--- src/pbw_pkg.sv ---
package pbw_pkg;

    typedef struct packed {
        logic [7:0] red;
        logic [7:0] green;
        logic [7:0] blue;
        logic       opaque;
    } pixel_t;

    typedef struct packed {
        logic [7:0] blackness_value;
        logic [7:0] white_level;
    } result_t;

    localparam logic [1:0] MODE_GRAY         = 2'd0;
    localparam logic [1:0] MODE_DARK_NEUTRAL = 2'd1;
    localparam logic [1:0] MODE_MAX_CHANNEL  = 2'd2;

    localparam logic REG_MODE      = 1'b0;
    localparam logic REG_THRESHOLD = 1'b1;

    localparam logic [1:0] MODE_RESET      = MODE_GRAY;
    localparam logic [7:0] THRESHOLD_RESET = 8'd128;

    localparam int PADDR_W = 3;

    localparam logic [15:0] LUMA_WR = 16'd19595;
    localparam logic [15:0] LUMA_WG = 16'd38470;
    localparam logic [15:0] LUMA_WB = 16'd7471;

    localparam logic [9:0] SUM_FULL  = 10'd765;
    localparam logic [7:0] CHAN_FULL = 8'd255;

    // ceil(2^28 / 765), exact floor division for products below 2^18
    localparam logic [18:0] DARK_RECIP = 19'd350897;
    localparam int          DARK_SHIFT = 28;

    localparam int QUOT_W             = 8;
    localparam int REM_W              = 16;
    localparam int DIV_BITS_PER_STAGE = 2;

    typedef struct packed {
        logic [7:0]        blackness;
        logic [7:0]        threshold;
        logic [REM_W-1:0]  rem;
        logic [QUOT_W-1:0] quot;
        logic              zero;
    } div_item_t;

endpackage

--- src/pbw_div.sv ---
module pbw_div #(
    parameter int BITS_PER_STAGE = pbw_pkg::DIV_BITS_PER_STAGE
) (
    input  logic                clk,
    input  logic                rst_n,
    input  logic                in_valid,
    output logic                in_ready,
    input  pbw_pkg::div_item_t  in_item,
    output logic                out_valid,
    input  logic                out_ready,
    output pbw_pkg::div_item_t  out_item
);
    import pbw_pkg::*;

    localparam int NUM_STAGES = QUOT_W / BITS_PER_STAGE;

    div_item_t               stage_reg  [NUM_STAGES];
    div_item_t               stage_next [NUM_STAGES];
    div_item_t               stage_in   [NUM_STAGES];
    logic [NUM_STAGES-1:0]   valid_reg;
    logic [NUM_STAGES-1:0]   valid_in;
    logic [NUM_STAGES:0]     en;

    always_comb
    begin
        en[NUM_STAGES] = out_ready;
        for (int s = NUM_STAGES - 1; s >= 0; s--)
        begin
            en[s] = !valid_reg[s] || en[s+1];
        end
    end

    for (genvar s = 0; s < NUM_STAGES; s++)
    begin : g_stage
        if (s == 0)
        begin : g_first
            assign stage_in[s] = in_item;
            assign valid_in[s] = in_valid;
        end
        else
        begin : g_rest
            assign stage_in[s] = stage_reg[s-1];
            assign valid_in[s] = valid_reg[s-1];
        end

        // restoring steps, quotient bits msb first
        always_comb
        begin
            div_item_t        item;
            logic [REM_W-1:0] d;
            logic             ge;
            int               b;
            item = stage_in[s];
            for (int j = 0; j < BITS_PER_STAGE; j++)
            begin
                b  = QUOT_W - 1 - (s * BITS_PER_STAGE + j);
                d  = {{(REM_W-QUOT_W){1'b0}}, item.threshold} << b;
                ge = item.rem >= d;
                if (ge)
                begin
                    item.rem = item.rem - d;
                end
                item.quot = {item.quot[QUOT_W-2:0], ge};
            end
            stage_next[s] = item;
        end

        always_ff @(posedge clk or negedge rst_n)
        begin
            if (!rst_n)
            begin
                valid_reg[s] <= 1'b0;
            end
            else if (en[s])
            begin
                valid_reg[s] <= valid_in[s];
            end
        end

        always_ff @(posedge clk)
        begin
            if (en[s])
            begin
                stage_reg[s] <= stage_next[s];
            end
        end
    end

    assign in_ready  = en[0];
    assign out_valid = valid_reg[NUM_STAGES-1];
    assign out_item  = stage_reg[NUM_STAGES-1];

    a_rem_bound: assert property (@(posedge clk) disable iff (!rst_n)
        (out_valid && !out_item.zero) |-> (out_item.rem < {8'b0, out_item.threshold}))
        else $error("remainder not below threshold");

    a_reconstruct: assert property (@(posedge clk) disable iff (!rst_n)
        (out_valid && !out_item.zero) |->
        (({9'b0, out_item.quot} * {9'b0, out_item.threshold} + {1'b0, out_item.rem}) ==
         ({9'b0, out_item.threshold - out_item.blackness} * {9'b0, CHAN_FULL})))
        else $error("quotient and remainder do not rebuild the dividend");

    a_first_hold: assert property (@(posedge clk) disable iff (!rst_n)
        (valid_reg[0] && !en[1]) |=> (valid_reg[0] && $stable(stage_reg[0])))
        else $error("stalled divider stage changed");

endmodule

--- src/pixel_blackness_white_ink.sv ---
// Per-pixel blackness and white-ink level. One pixel item is taken per clock
// while pixel_ready is high, and one result item comes out per pixel, in order.
// The path runs through four front stages (min/max and luma products, dark product,
// reciprocal multiply for the /765, mode select and dividend) followed by the
// pipelined restoring divider that forms (threshold - blackness) * 255 / threshold.
// Every stage holds its item under backpressure, so stalls on the result side lose
// nothing. Mode and threshold are taken through the APB port at byte addresses 0
// and 4; mode 3 gives blackness 0.
module pixel_blackness_white_ink #(
    parameter int DIV_BITS_PER_STAGE = pbw_pkg::DIV_BITS_PER_STAGE
) (
    input  logic                        clk,
    input  logic                        rst_n,
    input  logic                        psel,
    input  logic                        penable,
    input  logic                        pwrite,
    input  logic [pbw_pkg::PADDR_W-1:0] paddr,
    input  logic [31:0]                 pwdata,
    output logic [31:0]                 prdata,
    output logic                        pready,
    input  logic                        pixel_valid,
    output logic                        pixel_ready,
    input  pbw_pkg::pixel_t             pixel,
    output logic                        result_valid,
    input  logic                        result_ready,
    output pbw_pkg::result_t            result
);
    import pbw_pkg::*;

    logic [1:0] mode_reg;
    logic [7:0] threshold_reg;
    logic       cfg_write;
    logic       reg_sel;

    assign cfg_write = psel && penable && pwrite;
    assign reg_sel   = paddr[PADDR_W-1];
    assign pready    = 1'b1;

    always_ff @(posedge clk or negedge rst_n)
    begin
        if (!rst_n)
        begin
            mode_reg      <= MODE_RESET;
            threshold_reg <= THRESHOLD_RESET;
        end
        else if (cfg_write)
        begin
            if (reg_sel == REG_MODE)
            begin
                mode_reg <= pwdata[1:0];
            end
            else
            begin
                threshold_reg <= pwdata[7:0];
            end
        end
    end

    always_comb
    begin
        case (reg_sel)
            REG_MODE:      prdata = {30'b0, mode_reg};
            REG_THRESHOLD: prdata = {24'b0, threshold_reg};
            default:       prdata = '0;
        endcase
    end

    // stall chain
    logic en1, en2, en3, en4;
    logic v1_reg, v2_reg, v3_reg, v4_reg;
    logic div_ready;

    assign en4         = !v4_reg || div_ready;
    assign en3         = !v3_reg || en4;
    assign en2         = !v2_reg || en3;
    assign en1         = !v1_reg || en2;
    assign pixel_ready = en1;

    always_ff @(posedge clk or negedge rst_n)
    begin
        if (!rst_n)
        begin
            v1_reg <= 1'b0;
            v2_reg <= 1'b0;
            v3_reg <= 1'b0;
            v4_reg <= 1'b0;
        end
        else
        begin
            if (en1)
            begin
                v1_reg <= pixel_valid;
            end
            if (en2)
            begin
                v2_reg <= v1_reg;
            end
            if (en3)
            begin
                v3_reg <= v2_reg;
            end
            if (en4)
            begin
                v4_reg <= v3_reg;
            end
        end
    end

    // stage 1: extremes, channel sum, luma products
    logic [1:0]  mode1_reg;
    logic [7:0]  thr1_reg;
    logic        opaque1_reg;
    logic [7:0]  hi1_reg, lo1_reg;
    logic [9:0]  sum1_reg;
    logic [23:0] pr1_reg, pg1_reg, pb1_reg;
    logic [7:0]  hi_next, lo_next;
    logic [7:0]  rg_hi, rg_lo;

    always_comb
    begin
        rg_hi   = (pixel.red > pixel.green) ? pixel.red : pixel.green;
        rg_lo   = (pixel.red < pixel.green) ? pixel.red : pixel.green;
        hi_next = (rg_hi > pixel.blue) ? rg_hi : pixel.blue;
        lo_next = (rg_lo < pixel.blue) ? rg_lo : pixel.blue;
    end

    always_ff @(posedge clk)
    begin
        if (en1)
        begin
            mode1_reg   <= mode_reg;
            thr1_reg    <= threshold_reg;
            opaque1_reg <= pixel.opaque;
            hi1_reg     <= hi_next;
            lo1_reg     <= lo_next;
            sum1_reg    <= {2'b0, pixel.red} + {2'b0, pixel.green} + {2'b0, pixel.blue};
            pr1_reg     <= {16'b0, pixel.red} * {8'b0, LUMA_WR};
            pg1_reg     <= {16'b0, pixel.green} * {8'b0, LUMA_WG};
            pb1_reg     <= {16'b0, pixel.blue} * {8'b0, LUMA_WB};
        end
    end

    // stage 2: luma, dark-neutral product, inverse max
    logic [1:0]  mode2_reg;
    logic [7:0]  thr2_reg;
    logic        opaque2_reg;
    logic [7:0]  luma2_reg;
    logic [17:0] dark2_reg;
    logic [7:0]  maxinv2_reg;
    logic [23:0] luma_next;
    logic [9:0]  dark_a;
    logic [7:0]  dark_b;

    always_comb
    begin
        luma_next = pr1_reg + pg1_reg + pb1_reg;
        dark_a    = SUM_FULL - sum1_reg;
        dark_b    = CHAN_FULL - (hi1_reg - lo1_reg);
    end

    always_ff @(posedge clk)
    begin
        if (en2)
        begin
            mode2_reg   <= mode1_reg;
            thr2_reg    <= thr1_reg;
            opaque2_reg <= opaque1_reg;
            luma2_reg   <= luma_next[23:16];
            dark2_reg   <= {8'b0, dark_a} * {10'b0, dark_b};
            maxinv2_reg <= CHAN_FULL - hi1_reg;
        end
    end

    // stage 3: divide by 765 through the reciprocal
    logic [1:0]  mode3_reg;
    logic [7:0]  thr3_reg;
    logic        opaque3_reg;
    logic [7:0]  luma3_reg;
    logic [7:0]  darkq3_reg;
    logic [7:0]  maxinv3_reg;
    logic [36:0] dark_prod;

    assign dark_prod = {19'b0, dark2_reg} * {18'b0, DARK_RECIP};

    always_ff @(posedge clk)
    begin
        if (en3)
        begin
            mode3_reg   <= mode2_reg;
            thr3_reg    <= thr2_reg;
            opaque3_reg <= opaque2_reg;
            luma3_reg   <= luma2_reg;
            darkq3_reg  <= dark_prod[DARK_SHIFT+7:DARK_SHIFT];
            maxinv3_reg <= maxinv2_reg;
        end
    end

    // stage 4: mode select, dividend for the white level
    div_item_t  div_in_reg;
    div_item_t  div_in_next;
    div_item_t  div_out;
    logic [7:0] blk_sel;
    logic [7:0] diff;

    always_comb
    begin
        case (mode3_reg)
            MODE_GRAY:         blk_sel = luma3_reg;
            MODE_DARK_NEUTRAL: blk_sel = darkq3_reg;
            MODE_MAX_CHANNEL:  blk_sel = maxinv3_reg;
            default:           blk_sel = 8'd0;
        endcase
        diff                  = thr3_reg - blk_sel;
        div_in_next.blackness = blk_sel;
        div_in_next.threshold = thr3_reg;
        div_in_next.zero      = !opaque3_reg || (blk_sel >= thr3_reg);
        div_in_next.quot      = '0;
        div_in_next.rem       = div_in_next.zero ? '0 : ({diff, 8'b0} - {8'b0, diff});
    end

    always_ff @(posedge clk)
    begin
        if (en4)
        begin
            div_in_reg <= div_in_next;
        end
    end

    pbw_div #(
        .BITS_PER_STAGE (DIV_BITS_PER_STAGE)
    ) u_div (
        .clk       (clk),
        .rst_n     (rst_n),
        .in_valid  (v4_reg),
        .in_ready  (div_ready),
        .in_item   (div_in_reg),
        .out_valid (result_valid),
        .out_ready (result_ready),
        .out_item  (div_out)
    );

    assign result.blackness_value = div_out.blackness;
    assign result.white_level     = div_out.zero ? 8'd0 : div_out.quot;

    a_front_hold: assert property (@(posedge clk) disable iff (!rst_n)
        (v1_reg && !en2) |=> (v1_reg && $stable(hi1_reg) && $stable(sum1_reg)))
        else $error("stalled front stage changed");

    a_max_mode: assert property (@(posedge clk) disable iff (!rst_n)
        (v3_reg && en4 && (mode3_reg == MODE_MAX_CHANNEL)) |=>
        (div_in_reg.blackness == $past(maxinv3_reg)))
        else $error("max-channel blackness not selected");

endmodule

--- config.mk ---
export PLATFORM = sky130hd
export DESIGN_NAME = pixel_blackness_white_ink
export DESIGN_NICKNAME = d
export VERILOG_FILES = /design/src/pbw_pkg.sv /design/src/pbw_div.sv /design/src/pixel_blackness_white_ink.sv
export SDC_FILE = /design/constraint.sdc
export NUM_CORES = 1
export LEC_CHECK = 0
export BUFFER_PORTS_ARGS = -buffer_cell sky130_fd_sc_hd__buf_2
export CAP_MARGIN = 20
export CORE_MARGIN = 4
export CORE_UTILIZATION = 40
export CTS_CLUSTER_DIAMETER = 200
export DETAILED_ROUTE_END_ITERATION = 7
export GPL_ROUTABILITY_DRIVEN = 0
export SLEW_MARGIN = 20
export SYNTH_ARGS = -nofsm -noshare
export SYNTH_HDL_FRONTEND = slang
export SYNTH_SLANG_ARGS = --single-unit
--- constraint.sdc ---
create_clock -name clk -period 8.08 [get_ports clk]
set_input_delay 1.616 -clock clk [delete_from_list [all_inputs] [get_ports clk]]
set_output_delay 1.616 -clock clk [all_outputs]
set_load 0.01 [all_outputs]
==> results of run 1 <==
## per-stage QoR
step	hold slack [ps]	cell area (um^2)	utilization [%]
2_1_floorplan	400.3	31830	-
3_3_place_gp	400.8	33270	42.19
3_5_place_dp	404.5	33270	42.19
4_1_cts	386.5	34640	43.93
5_1_grt	393.8	34640	43.93
6_report	395.3	34650	43.93
## logic make-up after synthesis
kind of cell	after synthesis
buf+inv	548
compound gates	412
fa+ha+maj	735
xor+xnor	141
simple gates	558
flops	363
other cells	2
mux	82
## layer usage
metal	vias to the layer above	track usage (%)
li1	9922	-
met1	9479	19.63
met2	243	30.03
met3	85	2.220
met4	0	4.771
met5	-	0
## worst min-delay path by stage
stage | startpoint | end | slack (ps) | cells after the start
6_report | luma2_reg[5] | luma3_reg[5] | 400 | 0
2_1_floorplan | luma2_reg[0] | luma3_reg[0] | 400 | 0
5_1_grt | maxinv2_reg[7] | maxinv3_reg[7] | 390 | 0
3_3_place_gp | u_div.stage_reg[1][0] | u_div.stage_reg[2][0] | 400 | 0
3_5_place_dp | luma2_reg[3] | luma3_reg[3] | 400 | 0
4_1_cts | luma2_reg[5] | luma3_reg[5] | 390 | 0
## area by class of cell
| cell class | count | area, um^2 |
|---|---|---|
| flip-flops and latches | 363 | 10810 |
| well taps | 1050 | 1314 |
| clock buffers | 54 | 1095 |
| multi-input cells | 1953 | 18850 |
| repair buffers | 79 | 427.9 |
| clock inverters | 20 | 276.5 |
| diodes | 1 | 2.502 |
| fillers | 7424 | 44220 |
| inverters | 498 | 1869 |
## layout by cell type (no fill, tap or decap), types with 8 or more instances in the layout
master       n
clkbuf_16   41
nor2_1     194
conb_1      25
ha_1       484
buf_4       13
or3_1       21
nor2b_1     43
nand2_1     88
o21a_1      28
a21o_1      34
a211oi_1    25
and3_1      10
clkbuf_1    11
xor2_1      41
or4_1       10
nand2b_1    27
nand4_1     19
or2_2       25
edfxtp_1   345
a21oi_1    108
o21bai_1    15
a21boi_0    12
buf_2       66
o31ai_1     11
fa_1       251
and2_1      15
nor3_1      37
inv_1      495
o211ai_1     9
mux2_2      55
nand3_1     38
dfrtp_1     17
o21ai_0     96
mux2i_1     23
xnor2_1    100
clkinv_2     8
a31oi_1     13
## worst max-delay path, stage by stage (launching register included)
cell	delay (ps)
edfxtp_1	430
inv_1	100
ha_1	230
a21o_1	180
a21oi_1	220
o21bai_1	90
a21oi_1	220
o21bai_1	90
a21oi_1	170
xnor2_1	90
buf_4	180
or2_2	300
fa_1	510
fa_1	560
inv_1	60
fa_1	530
inv_1	50
fa_1	520
inv_1	40
ha_1	330
o21a_1	150
o211ai_1	210
a21oi_1	140
o31ai_1	470
nor2_1	90
a211oi_1	180
==> key figures, run 1 <==
Critical path
  – Worst Path Arrival: 6700 ps
  – FF-to-FF End: dark2_reg[17]
  – R2R Setup Slk: 1780 ps
  – Worst Setup SP: hi1_reg[1]
  – Kind of critical path: reg -> reg
  – Cells on worst reg2reg path: 25
  – CP Capture Type: flop
  – Critical Path Sink: dark2_reg[17]
  – Largest fanout on the critical path: 10
  – Worst EP required: 8480 ps
  – CP Launch Type: flop
  – Reg-to-Reg Start: hi1_reg[1]

Clock tree
  – # H-tree levels: 2
  – Max clock buf depth: 3
  – Root Driver: clkbuf_16
  – Post-CTS sizing: 0
  – CTS buffer count: 41
  – Worst-Skew Late Latency: 590 ps
  – Worst-path clk slew: 60 ps
  – CTS hold repair buffers: 0
  – CTS sink cnt: 363
  – TritonCTS clock tree: built
  – Post-CTS Setup Bufs: 0

Routing
  – Vias post-DR: 19730
  – Wire length on met2: 33.54 mm
  – Total Wirelength: 65.34 mm
  – Post-DRT Antenna Nets: 0
  – DRC violations left: 0
  – 1st-iter DRT viols: 802
  – Vias per cell: 4.910
  – Top Layer Used: met4
  – Metal3 WL: 2.019 mm
  – DRT Pass-1 Iters: 4
  – Wire length per cell: 16.26 um
  – M1 WL: 27.96 mm

GRT
  – Largest net degree at the start of global routing: 78
  – First-pass GRT wire length: 108.5 mm
  – Vias in the first global route: 20710
  – Antenna violations before repair: 1
  – GRT overflow: 0
  – Overall Global Routing Usage: 16.23%

STA
  – RSZ-0062 raised after global routing: no
  – Fin Clk Skew: 37.93 ps
  – Final period utilization: 78.03%
  – Count of final hold-check violations: 0
  – Setup TNS: 0 ps
  – Final setup margin: 1775 ps
  – Worst slew margin: 29.56%
  – Worst-Margin Slew: 1049 ps
  – Slew Limit Fails: 0
  – Final setup fails: 0
  – Crit path time final: 6305 ps
  – Fmax: 158.6 MHz

Layout
  – Fin nets: 3738
  – Non-filler cells, final: 4018
  – Max reg flops: 128
  – Area Growth Syn to Fin: 9.131%
  – Layout cells sized above 1: 8.561%

Outcome
  – Status: complete, no violations

Floorplanning
  – Total core area: 78870 um^2
  – Die height: 289.7 um
  – Die area: 83940 um^2
  – Die Width: 289.7 um
  – Starting Density: 40.25%
  – Ports: 118
  – Core Rows: 103

Synthesis
  – Top FF cell, synth: edfxtp_1
  – Post-synthesis adder-cell area fraction: 34.90%
  – Simple-Gate Fraction of Synth Area: 8.765%
  – Main area contributors after synthesis: edfxtp_1 33%, ha_1 19%, fa_1 16%, inv_1 5.9%, xnor2_1 2.8%
  – Post-synth EDFFs: 345
  – Largest family of logic cells by synthesized area: adder cells
  – Xor/xnor share of the synthesized area: 3.890%
  – Mux cell area share after synthesis: 2.865%
  – Synth cell count leaders: 495 x inv_1, 484 x ha_1, 345 x edfxtp_1, 251 x fa_1, 194 x nor2_1
  – Synthesis-stage register bit count: 363
  – Mapped cell area: 31750 um^2
  – Synth Area per Inst: 11.17 um^2
  – Synth warn: 0
  – Post-synth top area share: 32.63%
  – Largest area contributor in the netlist: edfxtp_1
  – Seq/Total Area, Yosys: 34.05%
  – Cells after Synth: 2841
  – Most instantiated library cell after synthesis: inv_1
  – Post-synthesis compound-gate area fraction: 8.595%
  – FFs w/ async S/R, synth: 4.959%
  – Netlist cell types: 89

Place
  – Post-Place Cells: 3943
  – HPWL Detailed: 53.76 mm
  – PortBufs: 66
  – Pre-CTS setup slack: 1593 ps

Min path
  – Hold Crit Class: reg -> reg

Flow run
  – Maxcap violations: 0
Power of run 1 is left out: the tool's default activity adds up to more than one toggle a clock period on the data nets, which glitch-free logic cannot reach.
==> run 2, diff against run 1 <==
- clock period: 8.08 -> 5.5 ns (I/O delays scaled with it)
==> key figures, run 2 (synthesis gave the netlist of run 1 again) <==
Routing
  – Total Wirelength: 64.87 mm
  – DRT Pass-1 Iters: 5
  – Vias post-DR: 20420
  – Vias per cell: 4.861
  – DRC violations left: 0
  – Wire length per cell: 15.44 um
  – Post-DRT Antenna Nets: 0
  – 1st-iter DRT viols: 882

Place
  – HPWL Detailed: 53.81 mm
  – DP Area: 34540 um^2
  – PortBufs: 66
  – Pre-CTS setup slack: -358.9 ps

GRT
  – First-pass GRT wire length: 107.5 mm
  – Antenna violations before repair: 0
  – Largest net degree at the start of global routing: 106
  – Overall Global Routing Usage: 15.87%
  – Vias in the first global route: 21170
  – GRT overflow: 0

STA
  – Final setup margin: -32.90 ps
  – Final period utilization: 100.6%
  – Worst slew margin: 44.32%
  – Setup TNS: -44.18 ps
  – Fmax: 180.7 MHz
  – Worst Hold Slack: 413.0 ps
  – Slew Limit Fails: 0
  – Final setup fails: 2
  – Worst-Margin Slew: 829.2 ps
  – Count of final hold-check violations: 0
  – Fin Clk Skew: 49.03 ps
  – RSZ-0062 raised after global routing: yes
  – Crit path time final: 5533 ps

Layout
  – Area Growth Syn to Fin: 15.02%
  – Max reg flops: 128
  – Commonest non-fill, non-tap cells in the layout: 478 x inv_1, 467 x ha_1, 345 x edfxtp_1
  – Finished Cell Area: 36520 um^2
  – Layout cells sized above 1: 16.31%
  – Fin nets: 3921
  – Commonest non-fill, non-tap cell in the layout: inv_1
  – N_diodes: 0

Clock tree
  – Worst-Skew Late Latency: 580 ps
  – Worst-path clk slew: 60 ps
  – CTS sink cnt: 363
  – Root Driver: clkbuf_16
  – Max clock buf depth: 3
  – TritonCTS clock tree: built
  – CTS buffer count: 42
  – # H-tree levels: 2

Critical path
  – Largest stage delay on the critical path: 570 ps
  – Kind of critical path: reg -> reg
  – CP max-delay cell: fa_2
  – Largest fanout on the critical path: 3
  – Cells along the critical path: ha_4 > inv_1 > fa_2 > fa_1 > fa_1 > inv_1 > fa_1 > fa_1 > ha_4 > a21oi_1 > nand2_1 > a211o_1 > a31o_4 > o31ai_4 > a31oi_4 > buf_6 > xor2_1
  – Critical path buffer and inverter count: 3
  – CP Launch Type: flop
  – Worst Path Arrival: 5860 ps
  – CP Capture Type: flop
  – Top delay family on crit path: adder cells
  – Worst EP required: 5830 ps
  – Crit-path most repeated cell: fa_1

Floorplanning
  – Die height: 289.7 um
  – Core Rows: 103
  – Starting Density: 40.25%
  – Die area: 83940 um^2
  – Ports: 118
  – Total core area: 78870 um^2
  – Die Width: 289.7 um

Min path
  – Hold Crit Class: reg -> reg

Flow run
  – Maxcap violations: 0

Outcome
  – Failing checks: negative setup slack
  – Status: finished with violations
-- run 2: cell types whose count changed in the layout (fill, tap and decap cells not counted), sizes merged --
| cell | change |
|---|---|
| inv | +1 |
| diode | -1 |
| clkinv | +6 |
| buf | +182 |
| clkbuf | -2 |
| bufinv | -1 |
| clkinvlp | -2 |
-- run 2: layer usage --
| layer | GRT usage, % | vias up | routed length (um) | share of wire [%] |
|---|---|---|---|---|
| li1 | - | 10290 | - | - |
| met1 | 20.09 | 9806 | 28560 | 44 |
| met2 | 29.02 | 245 | 33280 | 51 |
| met3 | 1.843 | 86 | 1687 | 2.6 |
| met4 | 3.719 | 0 | 1343 | 2.1 |
| met5 | 0 | - | 0 | 0 |
-- run 2: area by class of cell --
| cell class | instances | area (um^2) |
|---|---|---|
| fillers | 7334 | 42350 |
| multi-input cells | 1953 | 19360 |
| flip-flops and latches | 363 | 10810 |
| inverters | 498 | 1869 |
| repair buffers | 261 | 1818 |
| well taps | 1050 | 1314 |
| clock buffers | 52 | 1110 |
| clock inverters | 24 | 237.7 |
-- run 2: worst register-to-register path: cells and delay by family (launching register included) --
kind | cells | cell delay [ps]
simple gates | 1 | 80
xor+xnor | 1 | 130
compound gates | 5 | 1250
fa+ha+maj | 7 | 3080
buf+inv | 3 | 260
flops | 1 | 490
-- run 2: per-stage QoR --
step	std cells	util, %
after floorplan	2864	-
after global placement	4100	43.80
after detailed placement	4100	43.80
after CTS	4193	45.91
after global routing	4201	46.30
final	4201	46.30
-- run 2: final timing paths --
kind                              start          endpoint  slack, ps  depth (start not counted)
setup / recovery           dark2_reg[6]     darkq3_reg[6]        -30                         17
hold / removal              thr2_reg[5]       thr3_reg[5]        410                          0
setup reg to reg           dark2_reg[6]     darkq3_reg[6]        -30                         17
hold reg to reg             thr2_reg[5]       thr3_reg[5]        410                          0
max in group asynchronous         rst_n  threshold_reg[7]       4710                          1
min in group asynchronous         rst_n  threshold_reg[2]        460                          1
-- run 2: repair_timing --
action | 4_1_cts | 5_1_grt
pin swaps | 58 | 64
gates resized for setup | 42 | 47
endpoints found under the setup margin | 14 | 35
hold buffers | 0 | 0
setup buffers | 17 | 8
Power of run 2 is left out for the same reason.
